==> src/rtl/trs_pkg.sv <==
// shared types and constants for the timeout request scheduler
package trs_pkg;

	localparam int unsigned WaitW = 20;
	localparam int unsigned TimeW = 32;
	localparam int unsigned PerW = 31;

	typedef enum logic [1:0] {
		REQ_ADD    = 2'd0,
		REQ_CANCEL = 2'd1,
		REQ_QUERY  = 2'd2,
		REQ_RUN    = 2'd3
	} req_type_t;

	typedef enum logic [2:0] {
		RES_ADDED  = 3'd0,
		RES_FULL   = 3'd1,
		RES_CANCEL = 3'd2,
		RES_VALID  = 3'd3,
		RES_FIRED  = 3'd4,
		RES_DONE   = 3'd5
	} res_kind_t;

	localparam logic [0:0] REG_MAX_WAIT = 1'b0;
	localparam logic [0:0] REG_SLACK = 1'b1;

	localparam logic [30:0] OneshotMax = 31'h7FFF_FFFF;
	localparam logic [31:0] PeriodicMin = 32'h8000_0000;
	localparam logic [31:0] PeriodicMax = 32'hFFFF_FFFF;
	localparam logic [WaitW-1:0] WaitReset = 20'd10000;

	typedef struct packed {
		logic [1:0]  req_type;
		logic [31:0] now_ms;
		logic [30:0] period_ms;
		logic        periodic;
		logic [31:0] req_id;
	} req_t;

	typedef struct packed {
		logic [2:0]  result_kind;
		logic [31:0] id_out;
		logic [30:0] time_left_ms;
		logic        valid_flag;
		logic [19:0] next_wait_ms;
		logic        last;
	} res_t;

	typedef struct packed {
		logic [31:0] id;
		logic [31:0] start;
		logic [30:0] period;
		logic        periodic;
	} slot_t;

endpackage

==> src/rtl/trs_if.sv <==
// valid/ready channel interfaces for requests and results
interface trs_req_if;
	logic          valid;
	logic          ready;
	trs_pkg::req_t data;
	modport source (output valid, output data, input ready);
	modport sink (input valid, input data, output ready);
endinterface

interface trs_res_if;
	logic          valid;
	logic          ready;
	trs_pkg::res_t data;
	modport source (output valid, output data, input ready);
	modport sink (input valid, input data, output ready);
endinterface

==> src/rtl/timeout_request_scheduler.sv <==
// timeout request scheduler top level: slot memory and sequencer
// add passes from idle through ST_ADD; its result loads once the output register is free
// cancel and query make one scan of the slot memory and a reread of the hit
// a run makes one find scan per fired request plus a final one, after a jump repair scan when time jumped
// results leave through one output register; a stalled output holds the sequencer
// arst_n clears used bits, counters, registers and control; slot memory is not cleared
module timeout_request_scheduler #(
	parameter int unsigned SLOTS = 16
) (
	input  logic                 clk,
	input  logic                 arst_n,
	trs_req_if.sink              req,
	trs_res_if.source            res,
	input  logic                 psel,
	input  logic                 penable,
	input  logic                 pwrite,
	input  logic [2:0]           paddr,
	input  logic [31:0]          pwdata,
	output logic [31:0]          prdata,
	output logic                 pready
);

	localparam int unsigned IdxW = (SLOTS > 1) ? $clog2(SLOTS) : 1;
	localparam int unsigned CntW = $clog2(SLOTS + 1);

	typedef enum logic [3:0] {
		ST_IDLE, ST_SCAN, ST_SCAN_LAST, ST_ADD, ST_CANCEL, ST_JUMP, ST_FIND,
		ST_FIND_LAST, ST_FIRE_RD, ST_FIRE, ST_DONE, ST_OUT
	} state_t;

	state_t state_q;
	trs_pkg::req_t req_q;
	logic [SLOTS-1:0] used_q;
	logic [30:0] oneshot_q;
	logic [31:0] periodic_q;
	logic [31:0] last_run_q;
	logic [19:0] exp_wait_q, max_wait_q, slack_q;
	logic [CntW-1:0] cnt_q;
	logic [IdxW-1:0] rd_idx_s1, hit_q, best_q;
	logic hit_found_q, best_found_q, rd_vld_s1;
	logic [31:0] best_end_q;
	trs_pkg::slot_t mem [SLOTS];
	trs_pkg::slot_t rd_s1;
	logic mem_we, mem_re;
	logic [IdxW-1:0] mem_wa, mem_ra;
	trs_pkg::slot_t mem_wd;
	logic out_valid_q;
	trs_pkg::res_t out_q;
	logic jump_q;

	function automatic trs_pkg::res_t make_res(trs_pkg::res_kind_t kind, logic [31:0] id,
			logic [30:0] left, logic flag, logic [19:0] w, logic lst);
		trs_pkg::res_t r;
		r.result_kind = kind;
		r.id_out = id;
		r.time_left_ms = left;
		r.valid_flag = flag;
		r.next_wait_ms = w;
		r.last = lst;
		return r;
	endfunction

	always_ff @(posedge clk) begin
		if (mem_we) begin
			mem[mem_wa] <= mem_wd;
		end
		if (mem_re) begin
			rd_s1 <= mem[mem_ra];
		end
	end

	logic [IdxW-1:0] free_idx;
	logic free_any;
	always_comb begin
		free_idx = '0;
		free_any = 1'b0;
		for (int i = SLOTS - 1; i >= 0; i--) begin
			if (!used_q[i]) begin
				free_idx = IdxW'(i);
				free_any = 1'b1;
			end
		end
	end

	logic [31:0] rd_end, cand_d, since, lim;
	assign rd_end = rd_s1.start + {1'b0, rd_s1.period};
	assign cand_d = rd_s1.start + {1'b0, rd_s1.period} - req_q.now_ms;
	assign since = req_q.now_ms - last_run_q;
	assign lim = {12'd0, exp_wait_q} + {12'd0, slack_q};
	logic [31:0] bw;
	assign bw = best_end_q - req_q.now_ms;
	logic [31:0] nb;
	assign nb = req_q.now_ms - best_end_q;
	logic [31:0] cmp_d;
	assign cmp_d = rd_end - best_end_q;
	logic [19:0] wait_d;
	assign wait_d = (best_found_q && bw < {12'd0, max_wait_q}) ? bw[19:0] : max_wait_q;

	logic [30:0] oneshot_nx;
	logic [31:0] periodic_nx;
	assign oneshot_nx = (oneshot_q >= trs_pkg::OneshotMax) ? 31'd1 : oneshot_q + 31'd1;
	assign periodic_nx = (periodic_q == trs_pkg::PeriodicMax) ? trs_pkg::PeriodicMin
		: periodic_q + 32'd1;

	logic out_free;
	logic out_load;
	assign out_free = !out_valid_q || res.ready;
	assign out_load = out_free && (state_q == ST_ADD || state_q == ST_CANCEL
		|| state_q == ST_FIRE || state_q == ST_DONE);
	assign req.ready = (state_q == ST_IDLE);
	assign res.valid = out_valid_q;
	assign res.data = out_q;
	assign pready = 1'b1;
	assign prdata = (paddr[2] == trs_pkg::REG_SLACK) ? {12'd0, slack_q} : {12'd0, max_wait_q};

	logic [IdxW-1:0] cnt_idx;
	assign cnt_idx = cnt_q[IdxW-1:0];

	always_comb begin
		mem_re = 1'b0;
		mem_ra = cnt_idx;
		mem_we = 1'b0;
		mem_wa = free_idx;
		mem_wd = rd_s1;
		unique case (state_q)
			ST_SCAN, ST_FIND: mem_re = (cnt_q < CntW'(SLOTS));
			ST_SCAN_LAST: begin
				mem_re = 1'b1;
				mem_ra = hit_q;
			end
			ST_FIRE_RD: begin
				mem_re = 1'b1;
				mem_ra = best_q;
			end
			ST_ADD: begin
				mem_we = free_any && out_free;
				mem_wa = free_idx;
				mem_wd.id = req_q.periodic ? periodic_nx : {1'b0, oneshot_nx};
				mem_wd.start = req_q.now_ms;
				mem_wd.period = (req_q.period_ms == '0) ? 31'd1 : req_q.period_ms;
				mem_wd.periodic = req_q.periodic;
			end
			ST_JUMP: begin
				mem_re = jump_q && (cnt_q < CntW'(SLOTS));
				if (rd_vld_s1) begin
					mem_we = 1'b1;
					mem_wa = rd_idx_s1;
					mem_wd.start = req_q.now_ms;
				end
			end
			ST_FIRE: begin
				mem_we = out_free && rd_s1.periodic;
				mem_wa = best_q;
				mem_wd.id = periodic_nx;
				mem_wd.start = req_q.now_ms;
			end
			default: ;
		endcase
	end

	always_ff @(posedge clk or negedge arst_n) begin
		if (!arst_n) begin
			state_q <= ST_IDLE;
			req_q <= '0;
			used_q <= '0;
			oneshot_q <= trs_pkg::OneshotMax;
			periodic_q <= trs_pkg::PeriodicMax;
			last_run_q <= '0;
			exp_wait_q <= trs_pkg::WaitReset;
			max_wait_q <= trs_pkg::WaitReset;
			slack_q <= trs_pkg::WaitReset;
			out_valid_q <= 1'b0;
			out_q <= '0;
			cnt_q <= '0;
			rd_vld_s1 <= 1'b0;
			rd_idx_s1 <= '0;
			hit_q <= '0;
			best_q <= '0;
			best_end_q <= '0;
			hit_found_q <= 1'b0;
			best_found_q <= 1'b0;
			jump_q <= 1'b0;
		end else begin
			if (psel && penable && pwrite && paddr[1:0] == 2'd0 && paddr[2:2] == trs_pkg::REG_MAX_WAIT)
				max_wait_q <= pwdata[19:0];
			if (psel && penable && pwrite && paddr[1:0] == 2'd0 && paddr[2:2] == trs_pkg::REG_SLACK)
				slack_q <= pwdata[19:0];
			out_valid_q <= out_load || (out_valid_q && !res.ready);
			rd_vld_s1 <= mem_re && (state_q == ST_SCAN || state_q == ST_JUMP
				|| state_q == ST_FIND) && used_q[mem_ra];
			rd_idx_s1 <= mem_ra;
			if (mem_re) cnt_q <= cnt_q + CntW'(1);
			unique case (state_q)
				ST_IDLE: begin
					if (req.valid) begin
						req_q <= req.data;
						cnt_q <= '0;
						hit_found_q <= 1'b0;
						unique case (trs_pkg::req_type_t'(req.data.req_type))
							trs_pkg::REQ_ADD: state_q <= ST_ADD;
							trs_pkg::REQ_RUN: state_q <= ST_JUMP;
							default: state_q <= ST_SCAN;
						endcase
						jump_q <= 1'b0;
					end
				end
				ST_ADD: if (out_free) begin
					if (free_any) begin
						used_q[free_idx] <= 1'b1;
						if (req_q.periodic) begin
							periodic_q <= periodic_nx;
							out_q <= make_res(trs_pkg::RES_ADDED, periodic_nx, '0, 1'b0,
								'0, 1'b1);
						end else begin
							oneshot_q <= oneshot_nx;
							out_q <= make_res(trs_pkg::RES_ADDED, {1'b0, oneshot_nx}, '0,
								1'b0, '0, 1'b1);
						end
					end else begin
						out_q <= make_res(trs_pkg::RES_FULL, '0, '0, 1'b0, '0, 1'b1);
					end
					state_q <= ST_IDLE;
				end
				ST_SCAN: begin
					if (rd_vld_s1 && !hit_found_q && rd_s1.id == req_q.req_id) begin
						hit_found_q <= 1'b1;
						hit_q <= rd_idx_s1;
					end
					if (!mem_re) state_q <= ST_SCAN_LAST;
				end
				ST_SCAN_LAST: begin
					state_q <= ST_CANCEL;
				end
				ST_CANCEL: if (out_free) begin
					if (req_q.req_type == trs_pkg::REQ_QUERY) begin
						out_q <= make_res(trs_pkg::RES_VALID, '0, '0, hit_found_q, '0, 1'b1);
					end else begin
						out_q <= make_res(trs_pkg::RES_CANCEL, '0,
							(hit_found_q && !cand_d[31]) ? cand_d[30:0] : '0, 1'b0, '0, 1'b1);
						if (hit_found_q) used_q[hit_q] <= 1'b0;
					end
					state_q <= ST_IDLE;
				end
				ST_JUMP: begin
					if (cnt_q == '0 && !jump_q && !rd_vld_s1) begin
						jump_q <= 1'b1;
						if (!(req_q.now_ms - last_run_q < 32'h8000_0000) || since > lim) begin
							state_q <= ST_JUMP;
						end else begin
							state_q <= ST_FIND;
							best_found_q <= 1'b0;
						end
					end else if (!mem_re) begin
						cnt_q <= '0;
						best_found_q <= 1'b0;
						state_q <= ST_FIND;
					end
				end
				ST_FIND: begin
					if (rd_vld_s1 && (!best_found_q || cmp_d[31])) begin
						best_found_q <= 1'b1;
						best_q <= rd_idx_s1;
						best_end_q <= rd_end;
					end
					if (!mem_re) state_q <= ST_FIND_LAST;
				end
				ST_FIND_LAST: begin
					if (best_found_q && nb[31]) state_q <= ST_DONE;
					else if (best_found_q) state_q <= ST_FIRE_RD;
					else state_q <= ST_DONE;
				end
				ST_FIRE_RD: state_q <= ST_FIRE;
				ST_FIRE: if (out_free) begin
					out_q <= make_res(trs_pkg::RES_FIRED, rd_s1.id, '0, 1'b0, '0, 1'b0);
					if (rd_s1.periodic) periodic_q <= periodic_nx;
					else used_q[best_q] <= 1'b0;
					cnt_q <= '0;
					best_found_q <= 1'b0;
					state_q <= ST_FIND;
				end
				ST_DONE: if (out_free) begin
					out_q <= make_res(trs_pkg::RES_DONE, '0, '0, 1'b0, wait_d, 1'b1);
					exp_wait_q <= wait_d;
					last_run_q <= req_q.now_ms;
					state_q <= ST_IDLE;
				end
				default: state_q <= ST_IDLE;
			endcase
		end
	end

	a_ready_idle: assert property (@(posedge clk) disable iff (!arst_n)
		req.ready |-> state_q == ST_IDLE) else $error("ready outside idle");
	a_hold: assert property (@(posedge clk) disable iff (!arst_n)
		(res.valid && !res.ready) |=> res.valid && $stable(res.data))
		else $error("result dropped");
	a_fire_used: assert property (@(posedge clk) disable iff (!arst_n)
		(state_q == ST_FIRE) |-> used_q[best_q]) else $error("fire on free slot");

endmodule
==> src/flat_wrapper.sv <==
// flat-port wrapper written by rule: the top's interface ports become plain ports
module timeout_request_scheduler_flat 
#(
	parameter int unsigned SLOTS = 16
)
  (clk, arst_n, psel, penable, pwrite, paddr, pwdata, prdata, pready, req_valid, req_data, req_ready, res_valid, res_data, res_ready);
  trs_req_if req_i ();
  trs_res_if res_i ();
  input  logic clk;
  input  logic arst_n;
  input  logic psel;
  input  logic penable;
  input  logic pwrite;
  input  logic [2:0] paddr;
  input  logic [31:0] pwdata;
  output logic [31:0] prdata;
  output logic pready;
  input wire logic [$bits(req_i.valid)-1:0] req_valid;
  input wire logic [$bits(req_i.data)-1:0] req_data;
  output wire logic [$bits(req_i.ready)-1:0] req_ready;
  output wire logic [$bits(res_i.valid)-1:0] res_valid;
  output wire logic [$bits(res_i.data)-1:0] res_data;
  input wire logic [$bits(res_i.ready)-1:0] res_ready;
  assign req_i.valid = req_valid;
  assign req_i.data = req_data;
  assign req_ready = req_i.ready;
  assign res_valid = res_i.valid;
  assign res_data = res_i.data;
  assign res_i.ready = res_ready;
  timeout_request_scheduler #(.SLOTS(SLOTS)) u_core (.clk(clk), .arst_n(arst_n), .req(req_i), .res(res_i), .psel(psel), .penable(penable), .pwrite(pwrite), .paddr(paddr), .pwdata(pwdata), .prdata(prdata), .pready(pready));
endmodule
==> config.mk <==
export PLATFORM = sky130hd
export DESIGN_NAME = timeout_request_scheduler_flat
export DESIGN_NICKNAME = d
export VERILOG_FILES = /design/src/rtl/trs_pkg.sv /design/src/rtl/trs_if.sv /design/src/rtl/timeout_request_scheduler.sv /design/src/flat_wrapper.sv
export SDC_FILE = /design/constraint.sdc
export NUM_CORES = 2
export LEC_CHECK = 0
export ABC_AREA = 0
export BUFFER_PORTS_ARGS = -buffer_cell sky130_fd_sc_hd__buf_4
export CAP_MARGIN = 20
export CORE_ASPECT_RATIO = 0.6
export CORE_MARGIN = 8
export CORE_UTILIZATION = 51
export CTS_BUF_LIST = sky130_fd_sc_hd__clkbuf_2
export DETAILED_ROUTE_END_ITERATION = 7
export PLACE_DENSITY = 0.77
export SLEW_MARGIN = 15
export SYNTH_ARGS = -nofsm -noshare
export SYNTH_HDL_FRONTEND = slang
export SYNTH_SLANG_ARGS = --single-unit
export TNS_END_PERCENT = 5
==> constraint.sdc <==
create_clock -name clk -period 11.7 [get_ports clk]
set_input_delay 0 -clock clk [delete_from_list [all_inputs] [get_ports clk]]
set_output_delay 0 -clock clk [all_outputs]
set_load 0.01 [all_outputs]
==> summary.md <==
| Metric | Value |
|---|---|
| Layout area overhead | 13.4% |
| Starting Density | 0.515 |
| Peak supply drop | approximately 290 uV |
| Syn avg cell area | around 11 sq um |
| Hold crit path type | in2reg |
| Relative slew slack | 0.202 |
| Commonest non-fill, non-tap cell in the layout | nand2_1 |
| Total power | a little under 30 mW |
| Worst path bufs/invs | 1 |
| Row cnt | 121 |
| Crit path launch type | register |
| CTS tree | yes |
| Largest net degree at the start of global routing | 231 |
| Post-route design area | 106000 sq um |
| Hold Vio Cnt, Final | 0 |
| Post-Route M1 WL | between 100000 and 150000 microns |
| Post-CTS setup buffer count | 0 |
| Htree depth | 5 |
| CP arrival | about 8500 ps |
| Crit Path Class | reg2reg |
| Final net count | slightly above 9000 |
| Initial DRC Count | 9792 |
| Worst Path Max Fanout | 36 |
| DRC | 0 |
| Syn Inst Count | 8195 |
| Max-cap violations | 0 |
| PostCTS Resize Cnt | 0 |
| Post-DRT Antenna Nets | 0 |
| Router iterations before antenna repair | 6 |
| Crit share post-route | 0.599 |
| Placed instance area | around 100000 sq um |
| F_max | approximately 140 MHz |
| # clock sinks | 2047 |
| Die H | ~350 microns |
| Clock Path Buffers | 4 |
| Worst setup margin | 4700 ps |
| Core Area | about 180000 sq um |
| Worst EP required | 13190 ps |
| Sequential area share after synthesis | 0.635 |
| Num ports | approximately 260 |
| Skew final | ~210 ps |
| Via density | between 6 and 7 |
| First-pass GRT wire length | just over 400000 microns |
| Layout cell share with drive strength beyond 1 | 0.151 |
| Commonest register cell after synthesis | edfxtp_1 |
| LEAKAGE | 41.2 nW |
| Final worst path period need | approximately 7000 ps |
| Max stage delay on crit path | about 500 ps |
| Total gr overflow | 0 |
| Clk Tree Root Cell | clkbuf_2 |
| Post-route insts no fill | ~12000 |
| Setup TNS | 0 ps |
| Worst slew pin tran | ~1200 ps |
| PortBufs | ~240 |
| Final setup viols | 0 |
| Vias in the first global route | between 60000 and 70000 |
| Clk Latency, worst-skew pair | between 1500 and 2000 ps |
| Cell Chain, Critical Path | ha_1 > fa_1 > a21o_1 > a21oi_1 > o21ai_0 > and2_1 > o211a_1 > a211oi_1 > o311ai_0 > a21oi_1 > o21ai_0 > xor2_1 > ha_1 > nand2_1 > a21oi_1 > a221oi_1 > o21ai_0 > a211o_1 > or3_1 > xnor2_1 > a21o_1 > buf_4 > mux2_2 |
| Slew Limit Fails | 0 |
| Die area | 198000 sq um |
| Placed cells | between 10000 and 15000 |
| PwrDens | about 280 nW/um^2 |
| Gr usage total | 0.266 |
| Post-synthesis sequential element count | approximately 2000 |
| Post-synth cell types | 86 |
| CTS Hold Bufs | slightly below 400 |
| Mean routed wirelength per cell | between 20 and 25 microns |
| Unrepaired setup endpoints after global routing | false |
| DP HPWL | 156000 microns |
| Hold WS | ~170 ps |
| Family with the most delay on the worst path | compound AO/OA/AOI/OAI gates |
| CTS buffer count | 445 |
| Top Layer Used | met5 |
| Dpl ws | just under 5000 ps |
| DR WL met2 | around 120000 microns |
| Synth Warn # | 0 |
| Status | complete, no violations |
| Wire length on met3 | ~32000 microns |
| Most frequent cells in the layout | nand2_1, edfxtp_1, clkbuf_2, nand3_1, dlygate4sd3_1 |
| CP max-delay cell | a211oi_1 |
| RePlAce Congestion | approximately 0.93 |
| Async set-reset flop share out of synthesis | 0.203 |
| Post-synth EDFFs | 1632 |
| Clk slew on worst S/H paths | roughly 120 ps |
| Final core occ | 0.584 |
| Fill cell count | ~14000 |
| Mapped cell area | between 90000 and 100000 sq um |
| Drt total wl | 276000 microns |
| CP Capture Type | register |
| Die Span X | around 570 microns |
| DR vias | a little over 70000 |
| Initial antenna violation count | 7 |
[tightest hold or removal path: stages]
cell and delay (ps):
dlygate4sd3_1 530, buf_4 100, dlygate4sd3_1 530, mux2_2 130, dlygate4sd3_1 540
[flip-flops by register name, summed over array words and instances (netlist names), 16 cells and up]
name and flops:
u_core.mem 1536, u_core.rd_s1 96, u_core.exp_wait_q 20, u_core.req_q 98
u_core.best_end_q 32, u_core.slack_q 20, u_core.res.data 88, u_core.periodic_q 32
u_core.max_wait_q 20, u_core.used_q 16, u_core.last_run_q 32, u_core.oneshot_q 31
[cells in the mapped netlist, drive strengths merged, types with 179 or more instances]
library cell  number  area (sq um)
a21oi            336          1680
a311oi           294          2570
and3             230          1440
clkbuf           436          1640
dfrtp            337          8430
edfxtp          1632         49000
ha               250          3130
inv              179           672
mux2             183          2060
nand2           2074          7780
nand3            511          2560
nor2             215           807
o21ai            341          1710
[path summary, 6_finish.rpt]
| kind | from | end | slack, ps | cells past startpoint |
|---|---|---|---|---|
| setup / recovery | u_core.rd_s1[1] | u_core.best_end_q[10] | 4700 | 23 |
| hold / removal | req_data[75] | u_core.req_q[75] | 170 | 5 |
| setup reg to reg | u_core.rd_s1[1] | u_core.best_end_q[10] | 4700 | 23 |
| hold reg to reg | u_core.periodic_q[23] | u_core.periodic_q[23] | 490 | 2 |
| max in group asynchronous | arst_n | u_core.best_end_q[15] | 8630 | 8 |
| min in group asynchronous | arst_n | u_core.req_q[43] | 790 | 6 |
[power breakdown]
part           internal (mW)  switching [mW]
registers               9.92           0.740
clock network           1.61            2.86
logic                   4.95            9.36
total                   16.5            13.0
[routing by layer]
layer	up-vias	GRT usage
met4	2	0.0915
met2	4503	0.406
met5	-	0
li1	31570	-
met3	662	0.0610
met1	34535	0.376
[kinds of logic (layout without fill, tap and decap cells)]
group / Yosys count / count (layout) / share of synthesized area
adders and majority gates: 256 / 256 / 0.0346
buffers and inverters: 678 / 1739 / 0.0282
muxes: 190 / 190 / 0.0228
other: 2 / 24 / 0.0000802
DFF: 2047 / 2047 / 0.635
AOI/OAI and AO/OA: 1480 / 1480 / 0.105
and+or+nand+nor: 3329 / 3329 / 0.154
xor gates and xnor gates: 213 / 213 / 0.0199
[final cells by class]
| cell class | count | area [sq um] | area share |
|---|---|---|---|
| tap | 2460 | 3080 | 0.0290 |
| clock inverter | 106 | 593 | 0.00559 |
| sequential | 2047 | 59500 | 0.561 |
| antenna | 11 | 27.5 | 0.000259 |
| timing repair buffer | 786 | 7110 | 0.0670 |
| multi-input combinational | 5481 | 31800 | 0.300 |
| inverter | 179 | 687 | 0.00647 |
| clock buffer | 668 | 3340 | 0.0315 |
Power figures use the tool's default switching activity.
